<file path="src/design/hbt_pkg.sv">
// Shared types and constants for the hash bucket table.
package hbt_pkg;

  localparam int MAX_RESULTS = 32;
  localparam int RES_W       = $clog2(MAX_RESULTS + 1);
  localparam int FIELD_W     = 32;
  localparam int FUNC_W      = 2;
  localparam int STATUS_W    = 2;
  localparam int LCNT_W      = 6;
  localparam logic [LCNT_W-1:0] LCNT_MAX = '1;

  typedef enum logic [FUNC_W-1:0] {
    FUNC_LOOKUP = 2'd0,
    FUNC_INSERT = 2'd1,
    FUNC_REMOVE = 2'd2
  } func_t;

  typedef enum logic [STATUS_W-1:0] {
    ST_OK        = 2'd0,
    ST_NOT_FOUND = 2'd1,
    ST_FULL      = 2'd2,
    ST_DUP       = 2'd3
  } status_t;

  typedef enum logic [1:0] {
    S_IDLE = 2'd0,
    S_RD   = 2'd1,
    S_CMP  = 2'd2,
    S_FIN  = 2'd3
  } state_t;

endpackage

</file>
<file path="src/design/hbt_ram.sv">
// Generic single-write, single-read RAM with registered read data.
module hbt_ram #(
  parameter int WIDTH = 64,
  parameter int DEPTH = 32
) (
  input  logic                     clk,
  input  logic                     we,
  input  logic [$clog2(DEPTH)-1:0] waddr,
  input  logic [WIDTH-1:0]         wdata,
  input  logic [$clog2(DEPTH)-1:0] raddr,
  output logic [WIDTH-1:0]         rdata
);

  logic [WIDTH-1:0] mem [DEPTH];

  always_ff @(posedge clk) begin
    if (we) begin
      mem[waddr] <= wdata;
    end
    rdata <= mem[raddr];
  end

endmodule

</file>
<file path="src/design/hash_bucket_table_top.sv">
// Hash bucket of key/value slots with tombstones, scanned from one RAM.
//
// Input channel in_valid/in_ready carries one operation per beat: lookup,
// insert or remove of a key/value pair. Output channel out_valid/out_ready
// returns result beats; insert, remove and unused codes give one beat,
// lookup gives one beat per live matching slot, at most MAX_RESULTS (or one
// not-found beat), with out_last set on the final beat of the item.
// Keys and values live in one RAM read one slot at a time; a scan covers the
// slots written so far, with an address step and a compare step per slot.
// A remove or a duplicate insert ends its scan early on a hit; full-bucket
// inserts and unused codes skip the scan. The next item is taken once the
// previous one has issued its last beat into the output register, so input
// and output overlap by one beat.
// A stalled receiver holds the output register; a lookup with more matches
// waits in place until the register frees.
// Reset empties the bucket at once (live and used tracking are flip-flops);
// the RAM needs no clearing pass.
module hash_bucket_table_top #(
  parameter int SLOTS      = 32,
  parameter int KEY_BITS   = 32,
  parameter int VALUE_BITS = 32
) (
  input  logic                          clk,
  input  logic                          rst_n,
  input  logic                          in_valid,
  output logic                          in_ready,
  input  logic [hbt_pkg::FUNC_W-1:0]    in_func,
  input  logic [hbt_pkg::FIELD_W-1:0]   in_key,
  input  logic [hbt_pkg::FIELD_W-1:0]   in_value,
  output logic                          out_valid,
  input  logic                          out_ready,
  output logic [hbt_pkg::FIELD_W-1:0]   out_value_out,
  output logic [hbt_pkg::STATUS_W-1:0]  out_status,
  output logic                          out_last,
  output logic [hbt_pkg::LCNT_W-1:0]    out_live_count
);

  localparam int IDX_W = $clog2(SLOTS);
  localparam int CNT_W = $clog2(SLOTS + 1);
  localparam int ENT_W = KEY_BITS + VALUE_BITS;

  hbt_pkg::state_t state_r, state_nxt;
  hbt_pkg::func_t  func_r, func_nxt;
  logic [KEY_BITS-1:0]       key_r, key_nxt;
  logic [VALUE_BITS-1:0]     val_r, val_nxt;
  logic [IDX_W-1:0]          idx_r, idx_nxt;
  logic [hbt_pkg::RES_W-1:0] n_r, n_nxt;
  logic                      pend_vld_r, pend_vld_nxt;
  logic [VALUE_BITS-1:0]     pend_val_r, pend_val_nxt;
  logic                      full_r, full_nxt;
  logic                      match_r, match_nxt;
  logic                      free_found_r, free_found_nxt;
  logic [IDX_W-1:0]          free_idx_r, free_idx_nxt;
  logic                      bad_func_r, bad_func_nxt;
  logic [SLOTS-1:0]          live_r, live_nxt;
  logic [CNT_W-1:0]          used_len_r, used_len_nxt;
  logic [CNT_W-1:0]          cnt_r, cnt_nxt;

  logic                         out_valid_r, out_valid_nxt;
  logic [hbt_pkg::FIELD_W-1:0]  out_value_r, out_value_nxt;
  logic [hbt_pkg::STATUS_W-1:0] out_status_r, out_status_nxt;
  logic                         out_last_r, out_last_nxt;
  logic [hbt_pkg::LCNT_W-1:0]   out_cnt_r, out_cnt_nxt;

  logic             ram_we;
  logic [IDX_W-1:0] ram_waddr;
  logic [ENT_W-1:0] ram_wdata;
  logic [ENT_W-1:0] ram_rdata;
  logic [KEY_BITS-1:0]   rd_key;
  logic [VALUE_BITS-1:0] rd_val;

  logic             out_free;
  logic             key_hit;
  logic             pair_hit;
  logic             scan_end;
  logic [IDX_W-1:0] ins_slot;

  hbt_ram #(
    .WIDTH (ENT_W),
    .DEPTH (SLOTS)
  ) u_ram (
    .clk   (clk),
    .we    (ram_we),
    .waddr (ram_waddr),
    .wdata (ram_wdata),
    .raddr (idx_r),
    .rdata (ram_rdata)
  );

  assign rd_key   = ram_rdata[ENT_W-1:VALUE_BITS];
  assign rd_val   = ram_rdata[VALUE_BITS-1:0];
  assign key_hit  = live_r[idx_r] && (rd_key == key_r);
  assign pair_hit = key_hit && (rd_val == val_r);
  assign scan_end = (CNT_W'(idx_r) + CNT_W'(1)) == used_len_r;
  assign out_free = !out_valid_r || out_ready;
  assign ins_slot = free_found_r ? free_idx_r : IDX_W'(used_len_r);

  assign in_ready       = (state_r == hbt_pkg::S_IDLE);
  assign out_valid      = out_valid_r;
  assign out_value_out  = out_value_r;
  assign out_status     = out_status_r;
  assign out_last       = out_last_r;
  assign out_live_count = out_cnt_r;

  function automatic logic [hbt_pkg::LCNT_W-1:0] sat_cnt(input logic [CNT_W-1:0] c);
    logic [7:0] c_ext;
    c_ext = 8'(c);
    return (c_ext > 8'(hbt_pkg::LCNT_MAX)) ? hbt_pkg::LCNT_MAX : c_ext[hbt_pkg::LCNT_W-1:0];
  endfunction

  always_ff @(posedge clk) begin
    if (!rst_n) begin
      state_r     <= hbt_pkg::S_IDLE;
      live_r      <= '0;
      used_len_r  <= '0;
      cnt_r       <= '0;
      out_valid_r <= 1'b0;
      pend_vld_r  <= 1'b0;
    end else begin
      state_r     <= state_nxt;
      live_r      <= live_nxt;
      used_len_r  <= used_len_nxt;
      cnt_r       <= cnt_nxt;
      out_valid_r <= out_valid_nxt;
      pend_vld_r  <= pend_vld_nxt;
    end
  end

  always_ff @(posedge clk) begin
    func_r       <= func_nxt;
    key_r        <= key_nxt;
    val_r        <= val_nxt;
    idx_r        <= idx_nxt;
    n_r          <= n_nxt;
    pend_val_r   <= pend_val_nxt;
    full_r       <= full_nxt;
    match_r      <= match_nxt;
    free_found_r <= free_found_nxt;
    free_idx_r   <= free_idx_nxt;
    bad_func_r   <= bad_func_nxt;
    out_value_r  <= out_value_nxt;
    out_status_r <= out_status_nxt;
    out_last_r   <= out_last_nxt;
    out_cnt_r    <= out_cnt_nxt;
  end

  always_comb begin
    state_nxt      = state_r;
    func_nxt       = func_r;
    key_nxt        = key_r;
    val_nxt        = val_r;
    idx_nxt        = idx_r;
    n_nxt          = n_r;
    pend_vld_nxt   = pend_vld_r;
    pend_val_nxt   = pend_val_r;
    full_nxt       = full_r;
    match_nxt      = match_r;
    free_found_nxt = free_found_r;
    free_idx_nxt   = free_idx_r;
    bad_func_nxt   = bad_func_r;
    live_nxt       = live_r;
    used_len_nxt   = used_len_r;
    cnt_nxt        = cnt_r;
    ram_we         = 1'b0;
    ram_waddr      = ins_slot;
    ram_wdata      = {key_r, val_r};

    // drop the held beat once taken
    out_valid_nxt  = out_valid_r && !out_ready;
    out_value_nxt  = out_value_r;
    out_status_nxt = out_status_r;
    out_last_nxt   = out_last_r;
    out_cnt_nxt    = out_cnt_r;

    unique case (state_r)
      hbt_pkg::S_IDLE: begin
        if (in_valid) begin
          key_nxt        = KEY_BITS'(in_key);
          val_nxt        = VALUE_BITS'(in_value);
          idx_nxt        = '0;
          n_nxt          = '0;
          pend_vld_nxt   = 1'b0;
          match_nxt      = 1'b0;
          free_found_nxt = 1'b0;
          full_nxt       = (cnt_r == CNT_W'(SLOTS));
          bad_func_nxt   = 1'b0;
          func_nxt       = hbt_pkg::FUNC_LOOKUP;
          state_nxt      = (used_len_r == '0) ? hbt_pkg::S_FIN : hbt_pkg::S_RD;
          unique case (in_func)
            hbt_pkg::FUNC_LOOKUP: func_nxt = hbt_pkg::FUNC_LOOKUP;
            hbt_pkg::FUNC_REMOVE: func_nxt = hbt_pkg::FUNC_REMOVE;
            hbt_pkg::FUNC_INSERT: begin
              func_nxt = hbt_pkg::FUNC_INSERT;
              if (cnt_r == CNT_W'(SLOTS)) begin
                state_nxt = hbt_pkg::S_FIN;
              end
            end
            default: begin
              bad_func_nxt = 1'b1;
              state_nxt    = hbt_pkg::S_FIN;
            end
          endcase
        end
      end

      hbt_pkg::S_RD: begin
        state_nxt = hbt_pkg::S_CMP;
      end

      hbt_pkg::S_CMP: begin
        case (func_r)
          hbt_pkg::FUNC_LOOKUP: begin
            if (key_hit && pend_vld_r && !out_free) begin
              // hold until the output register frees
              state_nxt = hbt_pkg::S_CMP;
            end else begin
              if (key_hit) begin
                if (pend_vld_r) begin
                  out_valid_nxt  = 1'b1;
                  out_value_nxt  = hbt_pkg::FIELD_W'(pend_val_r);
                  out_status_nxt = hbt_pkg::ST_OK;
                  out_last_nxt   = 1'b0;
                  out_cnt_nxt    = sat_cnt(cnt_r);
                end
                pend_vld_nxt = 1'b1;
                pend_val_nxt = rd_val;
                n_nxt        = n_r + hbt_pkg::RES_W'(1);
              end
              if (scan_end ||
                  (key_hit && (n_r + hbt_pkg::RES_W'(1)) ==
                   hbt_pkg::RES_W'(hbt_pkg::MAX_RESULTS))) begin
                state_nxt = hbt_pkg::S_FIN;
              end else begin
                idx_nxt   = idx_r + IDX_W'(1);
                state_nxt = hbt_pkg::S_RD;
              end
            end
          end
          hbt_pkg::FUNC_INSERT: begin
            if (!live_r[idx_r] && !free_found_r) begin
              free_found_nxt = 1'b1;
              free_idx_nxt   = idx_r;
            end
            if (pair_hit) begin
              match_nxt = 1'b1;
              state_nxt = hbt_pkg::S_FIN;
            end else if (scan_end) begin
              state_nxt = hbt_pkg::S_FIN;
            end else begin
              idx_nxt   = idx_r + IDX_W'(1);
              state_nxt = hbt_pkg::S_RD;
            end
          end
          default: begin
            // remove: stop on the first live identical pair, idx_r marks it
            if (pair_hit) begin
              match_nxt = 1'b1;
              state_nxt = hbt_pkg::S_FIN;
            end else if (scan_end) begin
              state_nxt = hbt_pkg::S_FIN;
            end else begin
              idx_nxt   = idx_r + IDX_W'(1);
              state_nxt = hbt_pkg::S_RD;
            end
          end
        endcase
      end

      hbt_pkg::S_FIN: begin
        if (out_free) begin
          out_valid_nxt  = 1'b1;
          out_value_nxt  = '0;
          out_last_nxt   = 1'b1;
          out_status_nxt = hbt_pkg::ST_NOT_FOUND;
          out_cnt_nxt    = sat_cnt(cnt_r);
          state_nxt      = hbt_pkg::S_IDLE;
          if (!bad_func_r) begin
            case (func_r)
              hbt_pkg::FUNC_LOOKUP: begin
                if (pend_vld_r) begin
                  out_value_nxt  = hbt_pkg::FIELD_W'(pend_val_r);
                  out_status_nxt = hbt_pkg::ST_OK;
                end
                pend_vld_nxt = 1'b0;
              end
              hbt_pkg::FUNC_INSERT: begin
                if (full_r) begin
                  out_status_nxt = hbt_pkg::ST_FULL;
                end else if (match_r) begin
                  out_status_nxt = hbt_pkg::ST_DUP;
                end else begin
                  ram_we             = 1'b1;
                  live_nxt[ins_slot] = 1'b1;
                  if (!free_found_r) begin
                    used_len_nxt = used_len_r + CNT_W'(1);
                  end
                  cnt_nxt        = cnt_r + CNT_W'(1);
                  out_status_nxt = hbt_pkg::ST_OK;
                  out_cnt_nxt    = sat_cnt(cnt_r + CNT_W'(1));
                end
              end
              default: begin
                if (match_r) begin
                  live_nxt[idx_r] = 1'b0;
                  cnt_nxt         = cnt_r - CNT_W'(1);
                  out_status_nxt  = hbt_pkg::ST_OK;
                  out_cnt_nxt     = sat_cnt(cnt_r - CNT_W'(1));
                end
              end
            endcase
          end
        end
      end

      default: state_nxt = hbt_pkg::S_IDLE;
    endcase
  end

  // Live count tracks the live bits exactly.
  a_cnt_matches_live: assert property (@(posedge clk) disable iff (!rst_n)
    $countones(live_r) == 32'(cnt_r))
    else $error("live count out of step with live bits");

  // Live slots lie inside the used prefix.
  a_live_in_prefix: assert property (@(posedge clk) disable iff (!rst_n)
    (live_r >> used_len_r) == '0)
    else $error("live slot beyond used prefix");

  // A compare always addresses a used slot.
  a_scan_in_range: assert property (@(posedge clk) disable iff (!rst_n)
    (state_r == hbt_pkg::S_CMP) |-> (CNT_W'(idx_r) < used_len_r))
    else $error("scan index past used prefix");

  // An accepted item never finds a result beat lost in the register.
  a_no_overwrite: assert property (@(posedge clk) disable iff (!rst_n)
    (out_valid_r && !out_ready) |=> (out_valid_r && $stable(out_value_r)
      && $stable(out_status_r) && $stable(out_last_r)))
    else $error("held result beat overwritten");

endmodule

</file>
<file path="config.mk">
export PLATFORM = sky130hd
export DESIGN_NAME = hash_bucket_table_top
export DESIGN_NICKNAME = d
export VERILOG_FILES = /design/src/design/hbt_pkg.sv /design/src/design/hbt_ram.sv /design/src/design/hash_bucket_table_top.sv
export SDC_FILE = /design/constraint.sdc
export NUM_CORES = 2
export LEC_CHECK = 0
export ABC_AREA = 1
export ABC_CLOCK_PERIOD_IN_PS = 7200
export BUFFER_PORTS_ARGS = -buffer_cell sky130_fd_sc_hd__buf_2
export CORE_ASPECT_RATIO = 0.7
export CORE_MARGIN = 1
export CORE_UTILIZATION = 50
export DETAILED_ROUTE_END_ITERATION = 10
export GPL_TIMING_DRIVEN = 1
export HOLD_SLACK_MARGIN = 0.1
export PLACE_DENSITY = 0.73
export SYNTH_ARGS = -nofsm -noshare
export SYNTH_HDL_FRONTEND = slang
export SYNTH_SLANG_ARGS = --single-unit
</file>
<file path="constraint.sdc">
create_clock -name clk -period 7.2 [get_ports clk]
set_input_delay 1.08 -clock clk [delete_from_list [all_inputs] [get_ports clk]]
set_output_delay 1.08 -clock clk [all_outputs]
set_load 0.02 [all_outputs]
</file>
==> flow_summary.toml <==
[run_status]
status = "completed"

[timing]
setup_viol = 0
rsz0062_at_grt = "no"
worstMarginPinSlew_ps = 1460
tns_ps = 0
fin_crit_sh_pct = 60.73
relSlewSlack_pct = 2.659
hold_viol = 0
fin_skew_ps = 36.72
post-route-min-period_ps = 4373
fmax_ghz = 0.2287
final.setup.worst_slack_ps = 2827
slew_violations = 0

[grt]
grt_pass1_wl_mm = 344.2
gr-total-overflow = 0
grtUsageTotal_pct = 25.74
antenna_found_initial = 10
grt_pass1_vias = 52242
grt_max_degree = 242

[power_and_ir_drop]
power_density_nw_per_um2 = 299.6
irDropWorstVdd_mv = 0.2568
p_leak_nw = 31.74

[floorplanning]
die_area_um2 = 179800
rows = 129
start_util_pct = 50.38
io_pins = 113
die_w_um = 506.4
die_y_um = 355.1
core_um2 = 176700

[synth]
async_reset_ff_share_pct = 0
yosysSeqAreaShare_pct = 76.95
synth_edf_count = 2207
yosys_register_bits = 2319
synth_warnings = 0
netlist_area_um2 = 89030
synth.distinct_cells = 43
synthFlopType = "edfxtp_1"
syn_nets = 6589
netlist_instances = 6508
syn_area_per_cell_um2 = 13.68

[cts]
clkSinkCount = 2319
root_buffer = "clkbuf_16"
cts_setup_buffers = 0
hold_buffers = 0
numCtsBuffers = 196
postCtsResizedCells = 0
clock_latency_ps = 860
path_clk_slew_ps = 70
htreeDepth = 4
cts_buffer_depth = 3
cts_tree = "built"

[flow_run]
drv_cap = 0

[final_layout]
final_cell_mix = "edfxtp_1 (2207), nor2_1 (1182), o21ai_0 (1048)"
final_nets = 6606
multi_input_area_um2 = 18370
drive_gt1_share_pct = 8.841
layout_commonest_cell = "edfxtp_1"
nFillCells = 13657
fin_util_pct = 55.72
area_growth_pct = 10.60
register_area_um2 = 68520

[critical_path]
cp-end-kind = "flop"
max_stage_delay_ps = 860
critPathLaunchType = "flop"
crit_fanout = 199
slowest_stage = "nor2_4"
worstPathArrival_ps = 4820
cp.required_ps = 7650
critPathMostFrequentCell = "nand2_1"
critical_path.cell_chain = "buf_4 > buf_12 > nand2_1 > nand2_1 > nand2_1 > nand2_1 > nand2_1 > nand2_1 > nor2_1 > nand2_1 > nand2_1 > inv_2 > nand2_1 > nor2_4"
crit_type = "reg -> reg"

[routing]
routedWlPerCell_um = 26.16
vias_per_cell = 6.256
m1WireLength_mm = 95.82
first_iter_violations = 9313
finalWirelength_mm = 236.9
via_count = 56650
ant_nets = 0
met3_length_mm = 32.46
wl_met2_mm = 103.0
drc = 0
dr.pass1.iters = 6
top_layer = "met5"

[placement]
io_buffers = 112
place_congestion = 0.8592
dp_hpwl_mm = 117.0
dp_slack_ps = 2875

[hold_path]
hold_class = "in -> reg"
-- registers in the layout, indices dropped and copies added, names as in the netlist, 2 cells and up --
signal,count
free_idx_r,5
used_len_r,6
val_r,32
live_r,32
pend_val_r,32
func_r,2
cnt_r,6
n_r,6
idx_r,5
key_r,32
out_live_count,6
state_r,2
u_ram.rdata,64
out_value_out,32
u_ram.mem,2048
out_status,2
-- cells in the mapped netlist, types with 4 or more instances --
library cell | number | share of area [%]
a221oi_1 | 120 | 1.2
edfxtp_1 | 2207 | 74
xnor2_1 | 27 | 0.27
inv_2 | 10 | 0.042
or2_2 | 4 | 0.028
o21ai_1 | 6 | 0.034
nand4_1 | 18 | 0.13
nand2_1 | 292 | 1.2
a22o_1 | 103 | 1.0
buf_4 | 9 | 0.076
a311oi_1 | 8 | 0.079
ha_1 | 11 | 0.15
buf_2 | 76 | 0.43
xor2_1 | 27 | 0.27
a21oi_1 | 75 | 0.42
nor3_2 | 4 | 0.045
nor2_1 | 1189 | 5.0
buf_1 | 8 | 0.034
nor2_4 | 4 | 0.051
buf_6 | 6 | 0.076
o21ai_0 | 1048 | 5.9
nand3_1 | 55 | 0.31
clkbuf_1 | 333 | 1.4
inv_1 | 147 | 0.62
dfxtp_1 | 112 | 2.5
o22ai_1 | 515 | 3.6
nor3_1 | 68 | 0.38
-- cells by family (layout without fill, tap and decap cells) --
family | Yosys count | after routing | share of synthesized area, %
and+or+nand+nor | 1643 | 1643 | 7.281
AOI/OAI and AO/OA | 1889 | 1889 | 12.38
DFF | 2319 | 2319 | 76.95
adders and majority gates | 11 | 11 | 0.1546
other | 0 | 1 | 0
xor gates and xnor gates | 54 | 54 | 0.5312
buffers and inverters | 592 | 780 | 2.695
-- area by class of cell --
| class | instances | area share (%) |
|---|---|---|
| diodes | 1 | 0.002541 |
| clock buffers | 281 | 5.545 |
| clock inverters | 88 | 0.7814 |
| inverters | 157 | 0.6137 |
| multi-input cells | 3597 | 18.66 |
| flip-flops and latches | 2319 | 69.58 |
| well taps | 2358 | 2.996 |
| repair buffers | 254 | 1.830 |
-- stage by stage --
stage	std cells	instance area [um2]	power, mW	hold WS [ps]
final	9055	98480	29.50	400.7
after global routing	9054	98470	30.40	387.9
after CTS	9054	98470	29.49	359.7
after detailed placement	8685	92240	19.24	437.6
after global placement	8685	92240	19.15	432.5
after floorplan	6508	89030	18.00	420.6
-- per-layer routing --
metal | vias up | GRT usage, %
li1 | 24424 | -
met1 | 27756 | 38.80
met2 | 4002 | 37.55
met3 | 458 | 6.068
met4 | 10 | 6.779
met5 | - | 0
-- critical path, delay by kind of cell (launching register included) --
family | cells | cell delay (ps)
buf+inv | 3 | 1470
flops | 1 | 450
simple gates | 11 | 1770
-- worst paths after layout --
check	to	slack (ps)	start	cells after the start
worst min register to register	pend_val_r[5]$_DFFE_PP_	450	u_ram.rdata[5]$_DFF_P_	0
worst max register to register	pend_val_r[27]$_DFFE_PP_	2830	idx_r[0]$_SDFFCE_PN0P_	14
worst min-delay path	key_r[12]$_DFFE_PP_	400	in_key[12]	1
worst max-delay path	pend_val_r[27]$_DFFE_PP_	2830	idx_r[0]$_SDFFCE_PN0P_	14
-- report_power, final --
part | internal, mW | total, mW | switching [mW]
registers | 15.1 | 15.4 | 0.297
clock network | 5.68 | 10.4 | 4.76
logic | 1.06 | 3.66 | 2.60
Power figures use the tool's default switching activity.
